===== config.mk =====
export PLATFORM = sky130hd
export DESIGN_NAME = led_pixel_nrz_encoder_top
export DESIGN_NICKNAME = d
export VERILOG_FILES = /design/src/rtl/core/lpne_pkg.sv /design/src/rtl/core/lpne_front.sv /design/src/rtl/core/lpne_queue.sv /design/src/rtl/core/lpne_back.sv /design/src/rtl/core/led_pixel_nrz_encoder_top.sv
export SDC_FILE = /design/constraint.sdc
export NUM_CORES = 1
export LEC_CHECK = 0
export BUFFER_PORTS_ARGS = -buffer_cell sky130_fd_sc_hd__clkbuf_2
export CORE_UTILIZATION = 40
export CTS_CLUSTER_SIZE = 30
export DETAILED_ROUTE_END_ITERATION = 10
export PLACE_DENSITY_LB_ADDON = 0.12
export SYNTH_ARGS = -nofsm -noshare
export SYNTH_HDL_FRONTEND = slang
export SYNTH_HIERARCHICAL = 1
export SYNTH_SLANG_ARGS = --single-unit

===== constraint.sdc =====
create_clock -name i_clk -period 9.2 [get_ports i_clk]
set_input_delay 0.92 -clock i_clk [delete_from_list [all_inputs] [get_ports i_clk]]
set_output_delay 0.92 -clock i_clk [all_outputs]
set_load 0.01 [all_outputs]

===== src/rtl/core/lpne_pkg.sv =====
package lpne_pkg;

    typedef struct packed {
        logic [7:0] red;
        logic [7:0] green;
        logic [7:0] blue;
        logic [7:0] white;
        logic       frame_end;
    } t_pixel;

    typedef struct packed {
        logic [9:0]  high_count;
        logic [15:0] low_count;
        logic        is_latch;
        logic        last;
    } t_result;

    typedef struct packed {
        logic [2:0]  wire_order;
        logic        four_bytes;
        logic [7:0]  brightness;
        logic [9:0]  one_high_samples;
        logic [9:0]  zero_high_samples;
        logic [9:0]  bit_samples;
        logic [15:0] reset_samples;
    } t_cfg;

    typedef struct packed {
        logic [3:0][7:0] wire_bytes;
        logic            four_bytes;
        logic            frame_end;
    } t_word;

    localparam int CFG_IDX_W  = 3;
    localparam int CFG_DATA_W = 16;

    localparam logic [CFG_IDX_W-1:0] CFG_WIRE_ORDER  = 3'd0;
    localparam logic [CFG_IDX_W-1:0] CFG_FOUR_BYTES  = 3'd1;
    localparam logic [CFG_IDX_W-1:0] CFG_BRIGHTNESS  = 3'd2;
    localparam logic [CFG_IDX_W-1:0] CFG_ONE_HIGH    = 3'd3;
    localparam logic [CFG_IDX_W-1:0] CFG_ZERO_HIGH   = 3'd4;
    localparam logic [CFG_IDX_W-1:0] CFG_BIT_SAMPLES = 3'd5;
    localparam logic [CFG_IDX_W-1:0] CFG_RESET_GAP   = 3'd6;

    localparam logic [2:0] ORD_RGB  = 3'd0;
    localparam logic [2:0] ORD_RBG  = 3'd1;
    localparam logic [2:0] ORD_GRB  = 3'd2;
    localparam logic [2:0] ORD_GBR  = 3'd3;
    localparam logic [2:0] ORD_BRG  = 3'd4;
    localparam logic [2:0] ORD_BGR  = 3'd5;
    localparam logic [2:0] ORD_RGBW = 3'd6;
    localparam logic [2:0] ORD_GRBW = 3'd7;

    localparam logic [15:0] ROUND_HALF = 16'd128;

    function automatic logic [7:0] scale_byte(input logic [7:0] x, input logic [7:0] gain);
        logic [15:0] prod;
        prod = {8'b0, x} * {8'b0, gain} + ROUND_HALF;
        return prod[15:8];
    endfunction

endpackage


===== src/rtl/core/lpne_front.sv =====
module lpne_front (
    input  logic            i_clk,
    input  logic            i_rst_n,
    input  lpne_pkg::t_cfg  i_cfg,
    input  logic            i_valid,
    output logic            o_stall,
    input  lpne_pkg::t_pixel i_pixel,
    input  logic            i_q_full,
    output logic            o_push,
    output lpne_pkg::t_word o_word
);
    import lpne_pkg::*;

    logic       r_vld;
    t_word      r_word;
    logic [7:0] w0, w1, w2;
    logic       accept;

    always_comb begin
        case (i_cfg.wire_order)
            ORD_RBG: begin
                w0 = i_pixel.red;   w1 = i_pixel.blue;  w2 = i_pixel.green;
            end
            ORD_GRB, ORD_GRBW: begin
                w0 = i_pixel.green; w1 = i_pixel.red;   w2 = i_pixel.blue;
            end
            ORD_GBR: begin
                w0 = i_pixel.green; w1 = i_pixel.blue;  w2 = i_pixel.red;
            end
            ORD_BRG: begin
                w0 = i_pixel.blue;  w1 = i_pixel.red;   w2 = i_pixel.green;
            end
            ORD_BGR: begin
                w0 = i_pixel.blue;  w1 = i_pixel.green; w2 = i_pixel.red;
            end
            ORD_RGB, ORD_RGBW: begin
                w0 = i_pixel.red;   w1 = i_pixel.green; w2 = i_pixel.blue;
            end
            default: begin
                w0 = i_pixel.red;   w1 = i_pixel.green; w2 = i_pixel.blue;
            end
        endcase
    end

    assign o_stall = r_vld && i_q_full;
    assign accept  = i_valid && !o_stall;
    assign o_push  = r_vld && !i_q_full;
    assign o_word  = r_word;

    always_ff @(posedge i_clk) begin
        if (!i_rst_n) begin
            r_vld <= 1'b0;
        end else if (accept) begin
            r_vld <= 1'b1;
        end else if (o_push) begin
            r_vld <= 1'b0;
        end
    end

    always_ff @(posedge i_clk) begin
        if (accept) begin
            r_word.wire_bytes[0] <= scale_byte(w0, i_cfg.brightness);
            r_word.wire_bytes[1] <= scale_byte(w1, i_cfg.brightness);
            r_word.wire_bytes[2] <= scale_byte(w2, i_cfg.brightness);
            r_word.wire_bytes[3] <= scale_byte(i_pixel.white, i_cfg.brightness);
            r_word.four_bytes    <= i_cfg.four_bytes;
            r_word.frame_end     <= i_pixel.frame_end;
        end
    end

endmodule


===== src/rtl/core/lpne_queue.sv =====
module lpne_queue #(
    parameter int DEPTH = 4
) (
    input  logic            i_clk,
    input  logic            i_rst_n,
    input  logic            i_push,
    input  lpne_pkg::t_word i_word,
    output logic            o_full,
    input  logic            i_pop,
    output logic            o_vld,
    output lpne_pkg::t_word o_word
);
    import lpne_pkg::*;

    localparam int PW = (DEPTH > 1) ? $clog2(DEPTH) : 1;
    localparam int CW = $clog2(DEPTH + 1);

    t_word         r_mem [DEPTH];
    logic [PW-1:0] r_wptr, r_rptr;
    logic [CW-1:0] r_count;
    logic          do_push, do_pop;

    assign o_full  = (r_count == CW'(DEPTH));
    assign o_vld   = (r_count != '0);
    assign o_word  = r_mem[r_rptr];
    assign do_push = i_push && !o_full;
    assign do_pop  = i_pop && o_vld;

    always_ff @(posedge i_clk) begin
        if (do_push) begin
            r_mem[r_wptr] <= i_word;
        end
    end

    always_ff @(posedge i_clk) begin
        if (!i_rst_n) begin
            r_wptr  <= '0;
            r_rptr  <= '0;
            r_count <= '0;
        end else begin
            if (do_push) begin
                r_wptr <= (r_wptr == PW'(DEPTH - 1)) ? '0 : r_wptr + 1'b1;
            end
            if (do_pop) begin
                r_rptr <= (r_rptr == PW'(DEPTH - 1)) ? '0 : r_rptr + 1'b1;
            end
            if (do_push && !do_pop) begin
                r_count <= r_count + 1'b1;
            end else if (do_pop && !do_push) begin
                r_count <= r_count - 1'b1;
            end
        end
    end

endmodule


===== src/rtl/core/lpne_back.sv =====
module lpne_back (
    input  logic              i_clk,
    input  logic              i_rst_n,
    input  lpne_pkg::t_cfg    i_cfg,
    input  logic              i_q_vld,
    input  lpne_pkg::t_word   i_word,
    output logic              o_pop,
    output logic              o_valid,
    input  logic              i_stall,
    output lpne_pkg::t_result o_result
);
    import lpne_pkg::*;

    typedef enum logic [1:0] {
        S_IDLE,
        S_DATA,
        S_LATCH
    } t_state;

    t_state      r_state;
    t_word       r_word;
    logic [1:0]  r_byte;
    logic [2:0]  r_bit;
    logic        r_out_vld;
    t_result     r_out;

    logic        can_load;
    logic        cur_bit;
    logic        final_bit;
    logic [9:0]  hi;
    logic [15:0] lo;

    assign can_load  = !r_out_vld || !i_stall;
    assign cur_bit   = r_word.wire_bytes[r_byte][r_bit];
    assign final_bit = (r_bit == 3'd0) && (r_byte == (r_word.four_bytes ? 2'd3 : 2'd2));
    assign hi        = cur_bit ? i_cfg.one_high_samples : i_cfg.zero_high_samples;
    assign lo        = (i_cfg.bit_samples > hi) ? {6'b0, i_cfg.bit_samples - hi} : '0;

    assign o_pop = i_q_vld && ((r_state == S_IDLE) ||
                   (can_load && r_state == S_DATA && final_bit && !r_word.frame_end) ||
                   (can_load && r_state == S_LATCH));

    assign o_valid  = r_out_vld;
    assign o_result = r_out;

    always_ff @(posedge i_clk) begin
        if (!i_rst_n) begin
            r_state   <= S_IDLE;
            r_out_vld <= 1'b0;
        end else begin
            if (can_load) begin
                r_out_vld <= 1'b0;
            end
            case (r_state)
                S_IDLE: begin
                    if (o_pop) begin
                        r_state <= S_DATA;
                    end
                end
                S_DATA: begin
                    if (can_load) begin
                        r_out_vld <= 1'b1;
                        if (final_bit) begin
                            if (r_word.frame_end) begin
                                r_state <= S_LATCH;
                            end else if (!o_pop) begin
                                r_state <= S_IDLE;
                            end
                        end
                    end
                end
                S_LATCH: begin
                    if (can_load) begin
                        r_out_vld <= 1'b1;
                        r_state   <= o_pop ? S_DATA : S_IDLE;
                    end
                end
                default: begin
                    r_state <= S_IDLE;
                end
            endcase
        end
    end

    always_ff @(posedge i_clk) begin
        if (o_pop) begin
            r_word <= i_word;
            r_byte <= 2'd0;
            r_bit  <= 3'd7;
        end else if (r_state == S_DATA && can_load) begin
            if (r_bit == 3'd0) begin
                r_byte <= r_byte + 2'd1;
            end
            r_bit <= r_bit - 3'd1;
        end
        if (r_state == S_DATA && can_load) begin
            r_out.high_count <= hi;
            r_out.low_count  <= lo;
            r_out.is_latch   <= 1'b0;
            r_out.last       <= final_bit && !r_word.frame_end;
        end else if (r_state == S_LATCH && can_load) begin
            r_out.high_count <= '0;
            r_out.low_count  <= i_cfg.reset_samples;
            r_out.is_latch   <= 1'b1;
            r_out.last       <= 1'b1;
        end
    end

endmodule


===== src/rtl/core/led_pixel_nrz_encoder_top.sv =====
// Channel   | Handshake          | Beat
// ----------+--------------------+------------------------------------------
// pixel in  | i_valid / o_stall  | i_pixel: red, green, blue, white, frame_end
// result out| o_valid / i_stall  | o_result: high_count, low_count, is_latch, last
// config    | i_cfg_we           | i_cfg_idx, i_cfg_data
//
// One result beat leaves per cycle while i_stall is low and pixels are queued; a pixel
// gives 24 beats (32 with four_bytes), plus the latch beat when frame_end is set. The bit
// serializer sets that rate. Pixels pass the front, queue, word and result registers in turn.
// Reset is synchronous, active low; it loads the register defaults and empties the queue.
// A stalled output holds its beat; the queue of QUEUE_DEPTH pixels absorbs input bursts.
module led_pixel_nrz_encoder_top #(
    parameter int QUEUE_DEPTH = 4
) (
    input  logic                                i_clk,
    input  logic                                i_rst_n,
    input  logic                                i_valid,
    output logic                                o_stall,
    input  lpne_pkg::t_pixel                    i_pixel,
    output logic                                o_valid,
    input  logic                                i_stall,
    output lpne_pkg::t_result                   o_result,
    input  logic                                i_cfg_we,
    input  logic [lpne_pkg::CFG_IDX_W-1:0]      i_cfg_idx,
    input  logic [lpne_pkg::CFG_DATA_W-1:0]     i_cfg_data
);
    import lpne_pkg::*;

    t_cfg  r_cfg;
    t_word front_word, q_word;
    logic  q_full, push, q_vld, pop;

    always_ff @(posedge i_clk) begin
        if (!i_rst_n) begin
            r_cfg.wire_order        <= ORD_GRB;
            r_cfg.four_bytes        <= 1'b0;
            r_cfg.brightness        <= 8'd255;
            r_cfg.one_high_samples  <= 10'd8;
            r_cfg.zero_high_samples <= 10'd4;
            r_cfg.bit_samples       <= 10'd12;
            r_cfg.reset_samples     <= 16'd500;
        end else if (i_cfg_we) begin
            case (i_cfg_idx)
                CFG_WIRE_ORDER:  r_cfg.wire_order        <= i_cfg_data[2:0];
                CFG_FOUR_BYTES:  r_cfg.four_bytes        <= i_cfg_data[0];
                CFG_BRIGHTNESS:  r_cfg.brightness        <= i_cfg_data[7:0];
                CFG_ONE_HIGH:    r_cfg.one_high_samples  <= i_cfg_data[9:0];
                CFG_ZERO_HIGH:   r_cfg.zero_high_samples <= i_cfg_data[9:0];
                CFG_BIT_SAMPLES: r_cfg.bit_samples       <= i_cfg_data[9:0];
                CFG_RESET_GAP:   r_cfg.reset_samples     <= i_cfg_data;
                default: begin
                end
            endcase
        end
    end

    lpne_front u_front (
        .i_clk    (i_clk),
        .i_rst_n  (i_rst_n),
        .i_cfg    (r_cfg),
        .i_valid  (i_valid),
        .o_stall  (o_stall),
        .i_pixel  (i_pixel),
        .i_q_full (q_full),
        .o_push   (push),
        .o_word   (front_word)
    );

    lpne_queue #(
        .DEPTH (QUEUE_DEPTH)
    ) u_queue (
        .i_clk   (i_clk),
        .i_rst_n (i_rst_n),
        .i_push  (push),
        .i_word  (front_word),
        .o_full  (q_full),
        .i_pop   (pop),
        .o_vld   (q_vld),
        .o_word  (q_word)
    );

    lpne_back u_back (
        .i_clk    (i_clk),
        .i_rst_n  (i_rst_n),
        .i_cfg    (r_cfg),
        .i_q_vld  (q_vld),
        .i_word   (q_word),
        .o_pop    (pop),
        .o_valid  (o_valid),
        .i_stall  (i_stall),
        .o_result (o_result)
    );

endmodule


Yosys cells after proc, flatten, opt, wreduce, memory -nomap -nowiden --
Memory sizes are Yosys's and may differ from the RTL's. A register that Yosys moved wholly into a read port is not among the register bits. Cells that the tools add are included.
Storage, ports and cells: bits in registers 136, bits in writable memories 136, memories kept 1, input port bits 57, word-level logic and storage cells 150, output and inout port bits 30
Operators by class: $mul 4, multiplexer cells 31, reduce and logical (&&, ||, !) cells 51, add/subtract/negate cells 11, order comparisons 3, equal/unequal tests 24
Memory list:
- u_queue.r_mem | depth 4, width 34, read ports 1, clocked after memory_dff 1, write ports 1, line lpne_queue.sv:18 | t_word r_mem [DEPTH];
Operators with widths (number):
- case mux 8 bit (3 select lines) | 3
- adder 16 x 8 -> 16 bit, second input constant | 4
- multiplier 8 x 8 -> 16 bit | 4
- two-way mux 28 bit | 2
- equality test 3 bit, second input constant | 8
- two-way mux 10 bit | 2
- binary-select mux 8 bit (select 2 bit) | 1
- two-way mux 2 bit | 8
- AND reduction 2 bit | 8
- logical AND 1 bit | 14
- equality test 3 x 2 -> 1 bit, second input constant | 4
- OR reduction 3 bit | 4
- greater-than comparator 10 bit | 1
- two-way mux 1 bit | 10
- OR reduction 2 bit | 5
- subtractor 10 bit | 1
- zero test 3 bit | 3
- two-way mux 8 bit | 1
- != test 2 x 1 -> 1 bit, second input constant | 4
- zero test 1 bit | 7
- adder 2 x 1 -> 2 bit, second input constant | 3
- equality test 2 bit, second input constant | 3
- equality test 3 x 1 -> 1 bit, second input constant | 2
- two-way mux 3 bit | 2
- 15 further kinds | 20

Logic depth before layout (Yosys ltp) --
Gate-level depths: netlist of run 1.
depth in word-level cells 13, mapped depth 21, gate-level depth less buffers 19

Cells and area by module --
Netlist of run 1, hierarchy kept.
By module, submodules not included:
- lpne_front | times used 1, cells each 1046, area each 9590.4 um2
- lpne_queue | times used 1, cells each 229, area each 5436.5 um2
- lpne_back | times used 1, cells each 286, area each 3538.4 um2
- led_pixel_nrz_encoder_top | times used 1, cells each 222, area each 2282.2 um2

Worst setup path after synthesis of run 1 --
No wires, ideal clock.
path kind in2reg, from input port i_pixel[22] (netlist name), to register u_front.r_word (netlist bit u_front/o_word[24]) (data pin), arrival 4.786 ns, setup time 0.262 ns, required time 8.938 ns, cell stages on the path 18, slack 4.152 ns, cell sequence nor3_1 > o21ai_0 > o31ai_1 > a21oi_2 > nand2_1 > fa_1 > fa_1 > inv_1 > fa_1 > inv_1 > fa_1 > inv_1 > ha_1 > o21ai_0 > or3_1 > o2111a_1 > o21bai_1 > xor2_1
Between the ends: cells in the longest elaborated chain, start to end 3
Ends and longest elaborated chain:
- from (decl) | line led_pixel_nrz_encoder_top.sv:19 | input lpne_pkg::t_pixel i_pixel,
- case mux 8 bit (3 select lines) | line lpne_front.sv:20 | case (i_cfg.wire_order)
- multiplier 8 x 8 -> 16 bit | line lpne_pkg.sv:58 | prod = {8'b0, x} * {8'b0, gain} + ROUND_HALF;
- adder 16 x 8 -> 16 bit | line lpne_pkg.sv:58
- to (decl) | line lpne_front.sv:15 | t_word r_word;
Every way passes these cells. A chain may end at the register's enable or synchronous reset.

Worst setup path after layout of run 1 --
from register r_cfg[57] (netlist name), to register u_front.r_word (netlist bit u_front/o_word[24]) (data pin)
Between the ends: cells in the longest elaborated chain, start to end 5
Ends and longest elaborated chain:
- from (decl) | line led_pixel_nrz_encoder_top.sv:29 | t_cfg r_cfg;
- equality test 3 x 2 -> 1 bit, or another cell as far along | line lpne_front.sv:20
- OR reduction 4 bit (no source line) or OR reduction 2 bit (tied branches)
- case mux 8 bit (3 select lines) (*) | line lpne_front.sv:20
- multiplier 8 x 8 -> 16 bit (*) | line lpne_pkg.sv:58
- adder 16 x 8 -> 16 bit (*) | line lpne_pkg.sv:58
Mark *: on every way between the ends. The rest lies on a longest branch, timed or not.

==> results of run 1 <==
## through the flow
stage	utilization	instance area, um2	instances
6_report	0.450	23100	2569
5_1_grt	0.450	23100	2569
4_1_cts	0.450	23100	2569
3_5_place_dp	0.427	21900	2506
3_3_place_gp	0.427	21900	2506
2_1_floorplan	-	20800	1783
## layout by cell type, fill, tap and decap left out, drive strengths merged, types with 3 or more instances in the layout
cell type,n
mux4,34
a31oi,4
dfxtp,77
o21bai,5
o21ai,35
ha,170
or3,4
a211oi,6
o22ai,24
clkinv,9
a22oi,9
nor2,47
nand2b,17
and4,3
a21boi,4
nand3,14
and2,186
a21o,8
bufinv,4
inv,203
o211ai,13
nand4,3
fa,142
nor3,8
clkbuf,129
xor2,21
edfxtp,231
nor2b,37
o31ai,5
buf,25
o21a,4
and3,9
nand2,184
mux2i,105
a21oi,48
xnor2,24
## flip-flops by register name, summed over array words and instances, names as in the netlist, named ones only
name             cells
u_queue/r_mem      136
u_queue/r_count      3
u_back/r_state       2
u_queue/r_rptr       2
u_back/r_byte        2
u_back/r_word       34
u_queue/r_wptr       2
u_front/r_vld        1
u_back/r_bit         3
u_back/o_result     28
u_front/o_word      34
r_cfg               58
## worst max-delay path, cell delays in order, from the launching register on
cell and delay [ps]:
dfxtp_1 880, nand2b_1 400, o21ai_1 410, o22ai_1 160, a21oi_2 310, nand2_1 130, fa_1 470, fa_1 540
inv_1 60, fa_1 540, inv_1 50, fa_1 470, inv_1 40, ha_1 320, o21ai_0 170, or3_1 410
o2111a_1 270, o21bai_1 150, xor2_1 80
## area by class of cell
cell class / count / area (um2)
Fill cell: 4791 / 28300
Multi-Input combinational cell: 1210 / 11300
Sequential cell: 308 / 8480
Clock buffer: 44 / 983
Tap cell: 680 / 851
Inverter: 198 / 743
Timing Repair Buffer: 110 / 611
Clock inverter: 19 / 216
## power by group through the flow
| stage | Combinational (W) | Clock [W] | Sequential, W |
|---|---|---|---|
| global route | 0.00417 | 0.00155 | 0.00229 |
| finish | 0.00364 | 0.00145 | 0.00225 |
| CTS | 0.00370 | 0.00149 | 0.00225 |
| detailed placement | 0.00367 | 0 | 0.00228 |
| global placement | 0.00364 | 0 | 0.00227 |
| floorplan | 0.00281 | 0 | 0.00222 |
## worst paths after layout
path | to | slack [ps]
max | u_front/o_word[24]$_DFFE_PP_ | 3070
min | r_cfg[14]$_SDFFE_PN0P_ | 450
min reg2reg | r_cfg[14]$_SDFFE_PN0P_ | 450
max reg2reg | u_front/o_word[24]$_DFFE_PP_ | 3070
## per-layer routing
layer	GRT usage	vias up
met1	0.240	6356
met4	0.0540	0
met3	0.0217	55
met5	0	-
met2	0.310	139
li1	-	6265
## logic make-up after synthesis
family | count (synthesis) | share of synthesized area
AO/OA/AOI/OAI | 184 | 0.0598
adder cells (fa/ha/maj) | 312 | 0.238
flip-flops | 308 | 0.407
buffers and inverters | 265 | 0.0540
AND/OR/NAND/NOR | 528 | 0.132
XOR/XNOR | 45 | 0.0193
multiplexers | 141 | 0.0897
==> flow_metrics.tcl, run 1 <==
set metrics [dict create \
    status "finished, final reports clean" \
    synth_top_area_cell "edfxtp_1" \
    met2_length_um 22200 \
    dr.pass1.iters 4 \
    p_comb_frac 0.496 \
    maxSlewHeadroom 0.221 \
    grt_use_total 0.181 \
    wirelength_um 46500 \
    required_ps 9490 \
    clock_latency_ps 550 \
    gp_congestion 0.822 \
    grt_pass1_vias 13700 \
    async_flop_share 0 \
    pre_cts_ws_ps 3090 \
    p_int_w 0.00454 \
    cts-root-buf "clkbuf_16" \
    drc 0 \
    cts_setup_buffers 0 \
    setup_viol 0 \
    ys_seq_elements 308 \
    wl_per_cell_um 18.1 \
    final_layout_size_suffix_gt1_frac 0.119 \
    hold_buffers 0 \
    ys_warn_count 6 \
    area_growth_syn_to_layout_pct 11.0 \
    worstSetupPathType "reg -> reg" \
    period_needed_ps 6130 \
    hp-class "reg -> reg" \
    ant_nets 0 \
    endpoint_kind "flip-flop" \
    grt_overflow_total 0 \
    syn_area_um2 20800 \
    path_clk_slew_ps 60 \
    numCtsBuffers 36 \
    clkPwrFrac 0.198 \
    drt-initial-drc-count 622 \
    r2r_cells 18 \
    hp-start "r_cfg[14]$_SDFFE_PN0P_" \
    cellPowerDensity_nw_per_um2 317 \
    pin_count 87 \
    setup_ws_ps 3070 \
    start_util 0.406 \
    clkSinkCount 308 \
    synth_top_cells_by_count "231 x edfxtp_1, 197 x inv_1, 186 x and2_1" \
    port_buffers 86 \
    core_um2 51400 \
    dpl.hpwl_um 33100 \
    worst_pin_slew_ps 1170 \
    synthFlopType "edfxtp_1" \
    yosysMostFrequentCell "edfxtp_1" \
    highest_layer "met4" \
    cts_buffer_depth 3 \
    synth_edf_count 231 \
    ys_types 78 \
    antenna_found_initial 0 \
    crit_arrival_ps 6420 \
    start_kind "flip-flop" \
    nets 2233 \
    p_leak_nw 9.73 \
    synth_top_area_frac 0.333 \
    cts_resized 0 \
    maxSlewViolCount 0 \
    crit_fanout 25 \
    core.rowCount 83 \
    die_x_um 230 \
    vias 12800 \
    seq_area_frac_synth 0.407 \
    fmax_mhz 163 \
    wl_met3_um 1120 \
    p_sw_w 0.00279 \
    syn_inst 1783 \
    htree_levels 2 \
    yosys-top-cells-area "edfxtp_1 33%, fa_1 14%, ha_1 10%" \
    cts_tree "built" \
    cp-startpoint "r_cfg[57]$_SDFFE_PN0P_" \
    antenna_cells 0 \
    die_area_um2 53000 \
    p_sw_frac 0.381 \
    wl_met1_um 21900 \
    seq_power_share 0.306 \
    r2r_start "r_cfg[57]$_SDFFE_PN0P_" \
    grt_max_degree 95 \
    tns_ps 0 \
    syn_nets 2152 \
    vias_per_cell 4.99 \
    peakVddDrop_uv 187 \
    fp.dieH_um 230 \
    whs_ps 454 \
    grt_pass1_wl_um 75400 \
    syn_area_per_cell_um2 11.7 \
    rsz0062_at_grt "false" \
    hold_depth 2 \
    skew_ps 23.7 \
    drv_cap 0 \
    finalPower_w 0.00734 \
    fin_crit_sh 0.666 \
    final-hold-violation-count 0 \
]
Note: power is estimated with default switching activity, not from simulation.
==> run 2, diff against run 1 <==
- clock period: 9.2 -> 5.7 ns (I/O delays scaled with it)
==> run 2 against run 1 <==
  * Critical path type unchanged
  * Clock power grew 63%
  * Worst hold slack worse by 250 ps
  * Routed wire length grew 0.77%
  * Highest routed layer unchanged
  * Final area increased by 1.1%
  * Sequential share of layout area down 0.39 points
  * Worst setup slack got worse by 2700 ps
  * First-iteration DRC count is 13% lower
  * Cell count up 1.2%
  * Clock skew down 6.9 ps
==> flow_metrics.tcl, run 2 (synthesis gave the netlist of run 1 again) <==
set metrics [dict create \
    status "finished, final reports clean" \
    wirelength_um 46900 \
    port_buffers 86 \
    required_ps 5980 \
    antenna_found_initial 0 \
    antenna_cells 0 \
    cts_setup_buffers 0 \
    r2r_start "r_cfg[57]$_SDFFE_PN0P_" \
    seq_power_share 0.306 \
    nets 2262 \
    crit_chain "or2_1 > a21boi_4 > nor2_1 > nor2_2 > buf_4 > and2_1 > fa_1 > fa_1 > fa_1 > inv_1 > fa_1 > inv_1 > ha_1 > a21oi_1 > o211ai_1 > a41o_1 > a21oi_1 > xnor2_1" \
    die_x_um 230 \
    crit_fanout 9 \
    crit_top_cell "fa_1" \
    maxSlewHeadroom 0.399 \
    largestRegisters "u_queue/r_mem x136, r_cfg x58" \
    start_util 0.406 \
    drt-initial-drc-count 542 \
    die_area_um2 53000 \
    vias_per_cell 5.03 \
    ant_nets 0 \
    fin_util 0.455 \
    fin_crit_sh 0.943 \
    cts-root-buf "clkbuf_16" \
    core.rowCount 83 \
    grt_pass1_wl_um 76100 \
    finalPower_w 0.0119 \
    core_um2 51400 \
    cts_tree "built" \
    gp_congestion 0.834 \
    critical-path-slowest-cell "dfxtp_1" \
    cp-startpoint "r_cfg[57]$_SDFFE_PN0P_" \
    cellPowerDensity_nw_per_um2 507 \
    final-hold-violation-count 0 \
    maxSlewViolCount 0 \
    wl_per_cell_um 18.0 \
    fp.dieH_um 230 \
    worstSetupPathType "reg -> reg" \
    fmax_mhz 186 \
    numCtsBuffers 36 \
    clkSinkCount 308 \
    grt_pass1_vias 13800 \
    whs_ps 205 \
    crit_arrival_ps 5650 \
    dpl-instance-area_um2 22200 \
    hold_buffers 0 \
    dpl.hpwl_um 34400 \
    drc 0 \
    cp_slowest_stage_delay_ps 510 \
    path_clk_slew_ps 60 \
    top_register "u_queue/r_mem" \
    peakVddDrop_uv 297 \
    worst_pin_slew_ps 897 \
    p_sw_frac 0.380 \
    dr.pass1.iters 5 \
    clkPwrFrac 0.199 \
    grt_use_total 0.183 \
    hp-class "in -> reg" \
    p_int_w 0.00735 \
    start_kind "flip-flop" \
    tns_ps 0 \
    setup_viol 0 \
    clock_latency_ps 540 \
    p_comb_frac 0.495 \
    cts_buffer_depth 3 \
    vias 13100 \
    area_growth_syn_to_layout_pct 12.2 \
    fin_area_um2 23400 \
    rsz0062_at_grt "false" \
    final_layout_size_suffix_gt1_frac 0.133 \
    p_leak_nw 9.87 \
    drv_cap 0 \
    htree_levels 2 \
    p_sw_w 0.00451 \
    layout_commonest_cell "edfxtp_1" \
    grt_overflow_total 0 \
    final_cell_mix "231 x edfxtp_1, 197 x inv_1, 186 x and2_1" \
    grt_max_degree 75 \
    hp-start "i_pixel[0]" \
    skew_ps 16.9 \
    period_needed_ps 5380 \
    pin_count 87 \
    endpoint_kind "flip-flop" \
    largest_reg_flops 136 \
]
-- run 2: cell count changes in the layout (fill, tap and decap cells not counted), sizes merged --
cell / change
inv: -1
buf: +29
clkinv: +1
clkbuf: +3
-- run 2: final cells by class --
| class | instances | area, um2 |
|---|---|---|
| inverter | 198 | 743 |
| timing repair buffer | 139 | 841 |
| tap | 680 | 851 |
| clock buffer | 47 | 985 |
| clock inverter | 19 | 231 |
| fill | 4755 | 28000 |
| sequential | 308 | 8480 |
| multi-input combinational | 1210 | 11300 |
-- run 2: worst max-delay path: cells and delay by family (launching register included) --
kind | cells | cell delay, ps
and+or+nand+nor | 4 | 860
adders and majority gates | 5 | 2240
AOI/OAI and AO/OA | 5 | 1140
xor gates and xnor gates | 1 | 80
DFF | 1 | 510
buffers and inverters | 3 | 290
-- run 2: what timing repair did --
item	in CTS	in global routing
resized for setup	0	5
endpoints found under the hold margin	0	0
setup endpoints to repair	0	9
-- run 2: path summary, 6_finish.rpt --
path	slack, ps	cells past startpoint	to
setup / recovery	320	18	u_front/o_word[6]$_DFFE_PP_
hold / removal	210	1	u_front/o_word[0]$_DFFE_PP_
setup reg to reg	320	18	u_front/o_word[6]$_DFFE_PP_
hold reg to reg	450	2	r_cfg[11]$_SDFFE_PN0P_
-- run 2: metal layers --
metal | vias up | share of wire | global-route usage
met5 | - | 0 | 0
met4 | 0 | 0.029 | 0.0629
met3 | 80 | 0.033 | 0.0234
met2 | 205 | 0.47 | 0.306
met1 | 6469 | 0.46 | 0.245
li1 | 6327 | - | -
-- run 2: metrics by stage --
step,cells,setup WS (ps)
finish,2601,323
global placement,2535,148
floorplan,1783,681
CTS,2601,86.3
global route,2601,13.6
detailed placement,2535,124
-- run 2: power groups by stage --
stage               clock network (W)  registers [W]  logic, W
floorplan                           0        0.00359   0.00454
global placement                    0        0.00366   0.00587
detailed placement                  0        0.00369   0.00593
CTS                           0.00243        0.00364   0.00599
global route                  0.00250        0.00370   0.00672
finish                        0.00236        0.00363   0.00587
==> run 3, diff against run 2 <==
- PLACE_DENSITY_LB_ADDON: 0.12 -> 0.05
- SYNTH_HIERARCHICAL: 1 -> unset
==> run 3 against run 2 <==
  * Count of clock-buffer cells in the layout fell by 4
  * Die area rose by 0.17%
  * Clock power fell by 4%
  * Combinational power rose by 8.0%
  * First-iteration DRC count rose by 15%
  * Synthesized area rose by 0.17%
  * Worst setup slack barely moved
==> flow_metrics.tcl, run 3 <==
set metrics [dict create \
    status "finished, final reports clean" \
    dr.pass1.iters 4 \
    peakVddDrop_uv 301 \
    p_sw_frac 0.388 \
    p_leak_nw 9.96 \
    ys_types 66 \
    syn_area_um2 20900 \
    required_ps 6060 \
    dpl.hpwl_um 34400 \
    grt_pass1_wl_um 76500 \
    synth_top_area_cell "edfxtp_1" \
    synth_top_cells_by_count "236 x nand2_1, 231 x edfxtp_1, 211 x inv_1" \
    maxSlewViolCount 0 \
    fin_util 0.456 \
    pre_cts_ws_ps 202 \
    rsz0062_at_grt "true" \
    skew_ps 20.3 \
    yosysMostFrequentCell "nand2_1" \
    ant_nets 0 \
    grt_use_total 0.185 \
    path_clk_slew_ps 60 \
    final_layout_size_suffix_gt1_frac 0.131 \
    fmax_mhz 186 \
    p_int_w 0.00751 \
    ys_warn_count 0 \
    top_register "u_queue.r_mem" \
    maxSlewHeadroom 0.225 \
    nets 2328 \
    htree_levels 2 \
    seq_area_frac_synth 0.404 \
    area_growth_syn_to_layout_pct 12.3 \
    clock_latency_ps 540 \
    port_buffers 86 \
    start_kind "flip-flop" \
    antenna_found_initial 1 \
    wl_per_cell_um 17.9 \
    endpoint_kind "flip-flop" \
    cts_setup_buffers 0 \
    p_comb_frac 0.516 \
    cellPowerDensity_nw_per_um2 523 \
    die_area_um2 53100 \
    cts_tree "built" \
    synth_top_area_frac 0.332 \
    drv_cap 0 \
    p_sw_w 0.00477 \
    vias 13300 \
    core.rowCount 83 \
    ys_seq_elements 306 \
    grt_pass1_vias 13600 \
    fp.dieH_um 230 \
    cts_buffer_depth 3 \
    drt-initial-drc-count 623 \
    drc 0 \
    pin_count 87 \
    synthFlopType "edfxtp_1" \
    async_flop_share 0 \
    cts-root-buf "clkbuf_16" \
    syn_nets 2225 \
    worst_pin_slew_ps 1160 \
    clkSinkCount 306 \
    final_cell_mix "236 x nand2_1, 231 x edfxtp_1, 211 x inv_1" \
    period_needed_ps 5380 \
    grt_overflow_total 0 \
    largest_reg_flops 136 \
    largestRegisters "u_queue.r_mem x136, r_cfg x58" \
    fin_crit_sh 0.943 \
    setup_viol 0 \
    clkPwrFrac 0.185 \
    crit_fanout 9 \
    crit_arrival_ps 5740 \
    synth_edf_count 231 \
    start_util 0.406 \
    finalNonFillerCells 2664 \
    final-hold-violation-count 0 \
    antenna_cells 0 \
    worstSetupPathType "reg -> reg" \
    numCtsBuffers 35 \
    yosys-top-cells-area "edfxtp_1 33%, fa_1 14%, ha_1 10%" \
    setup_ws_ps 323 \
    die_x_um 230 \
    layout_commonest_cell "nand2_1" \
    syn_inst 1856 \
    core_um2 51400 \
    hp-class "in -> reg" \
    gp_congestion 0.806 \
    syn_area_per_cell_um2 11.3 \
    fillCellCount 4780 \
    seq_power_share 0.299 \
    vias_per_cell 4.98 \
    grt_max_degree 40 \
    wirelength_um 47800 \
    dp.cells 2602 \
]
==> run 3: cell count changes after synthesis, moves of 9 or more <==
cell	before	now
a22o_1	1	11
a21boi_0	3	36
mux2i_1	104	69
nor2b_1	37	14
clkbuf_1	38	49
nand3_1	14	30
a21oi_1	40	31
o22ai_1	24	0
inv_1	197	211
nand2_1	183	236
==> run 3: worst paths after layout <==
kind	startpoint	to	slack (ps)	depth (start not counted)
worst max-delay path	r_cfg[57]$_SDFFE_PN0P_	u_front.o_word[17]$_DFFE_PP_	320	19
worst min-delay path	i_pixel[0]	u_front.o_word[0]$_DFFE_PP_	230	1
worst min register to register	r_cfg[12]$_SDFFE_PN0P_	r_cfg[12]$_SDFFE_PN0P_	460	2
worst max register to register	r_cfg[57]$_SDFFE_PN0P_	u_front.o_word[17]$_DFFE_PP_	320	19
==> run 3: per-layer routing <==
layer  up-vias  global-route usage  wire [um]
met1      6573               0.262      23400
met3        41              0.0199       1120
li1       6520                   -          -
met2       146               0.304      22500
met5         -                   0          0
met4         0              0.0397        713
==> run 3: layout make-up <==
cell class	count	area, um2	share of cell area
tap	680	851	0.0363
sequential	306	8440	0.360
clock buffer	43	936	0.0399
inverter	213	800	0.0341
timing repair buffer	138	846	0.0361
multi-input combinational	1265	11400	0.485
clock inverter	19	211	0.00901
==> run 3: kinds of logic after synthesis <==
| group | synth area share |
|---|---|
| flip-flops | 0.404 |
| AND/OR/NAND/NOR | 0.139 |
| buffers and inverters | 0.0543 |
| adder cells (fa/ha/maj) | 0.238 |
| XOR/XNOR | 0.0184 |
| AO/OA/AOI/OAI | 0.0757 |
| multiplexers | 0.0703 |
==> run 3: power by group through the flow <==
stage	clock, W	combinational [W]	sequential, W
2_1_floorplan	0	0.00480	0.00361
3_3_place_gp	0	0.00641	0.00371
3_5_place_dp	0	0.00644	0.00373
4_1_cts	0.00235	0.00649	0.00368
5_1_grt	0.00243	0.00727	0.00373
6_report	0.00227	0.00634	0.00367
==> run 3: per-stage QoR <==
stage	setup TNS, ps	hold slack (ps)	instance area [um2]	total power [W]
after floorplan	0	408	20900	0.00840
after global placement	0	443	22300	0.0101
after detailed placement	0	454	22300	0.0102
after CTS	0	196	23400	0.0125
after global routing	-88.1	200	23500	0.0134
final	0	227	23500	0.0123
==> run 3: timing repair <==
action,4_1_cts,5_1_grt
hold buffers,0,0
resized for setup,0,7
setup endpoints to repair,0,8
==> run 3: worst max-delay path, stage by stage, from the launching register on <==
cell and delay (ps):
dfxtp_1 430, inv_2 140, nand2_1 110, nand2_1 240, o21ai_2 420, nand2_1 140
fa_1 470, fa_1 490, inv_1 50, fa_1 540, inv_1 60, fa_1 470
inv_1 40, ha_1 230, nor4_1 270, o21ai_1 120, a221oi_2 360, a21oi_1 180
and4_1 230, a211oi_1 200
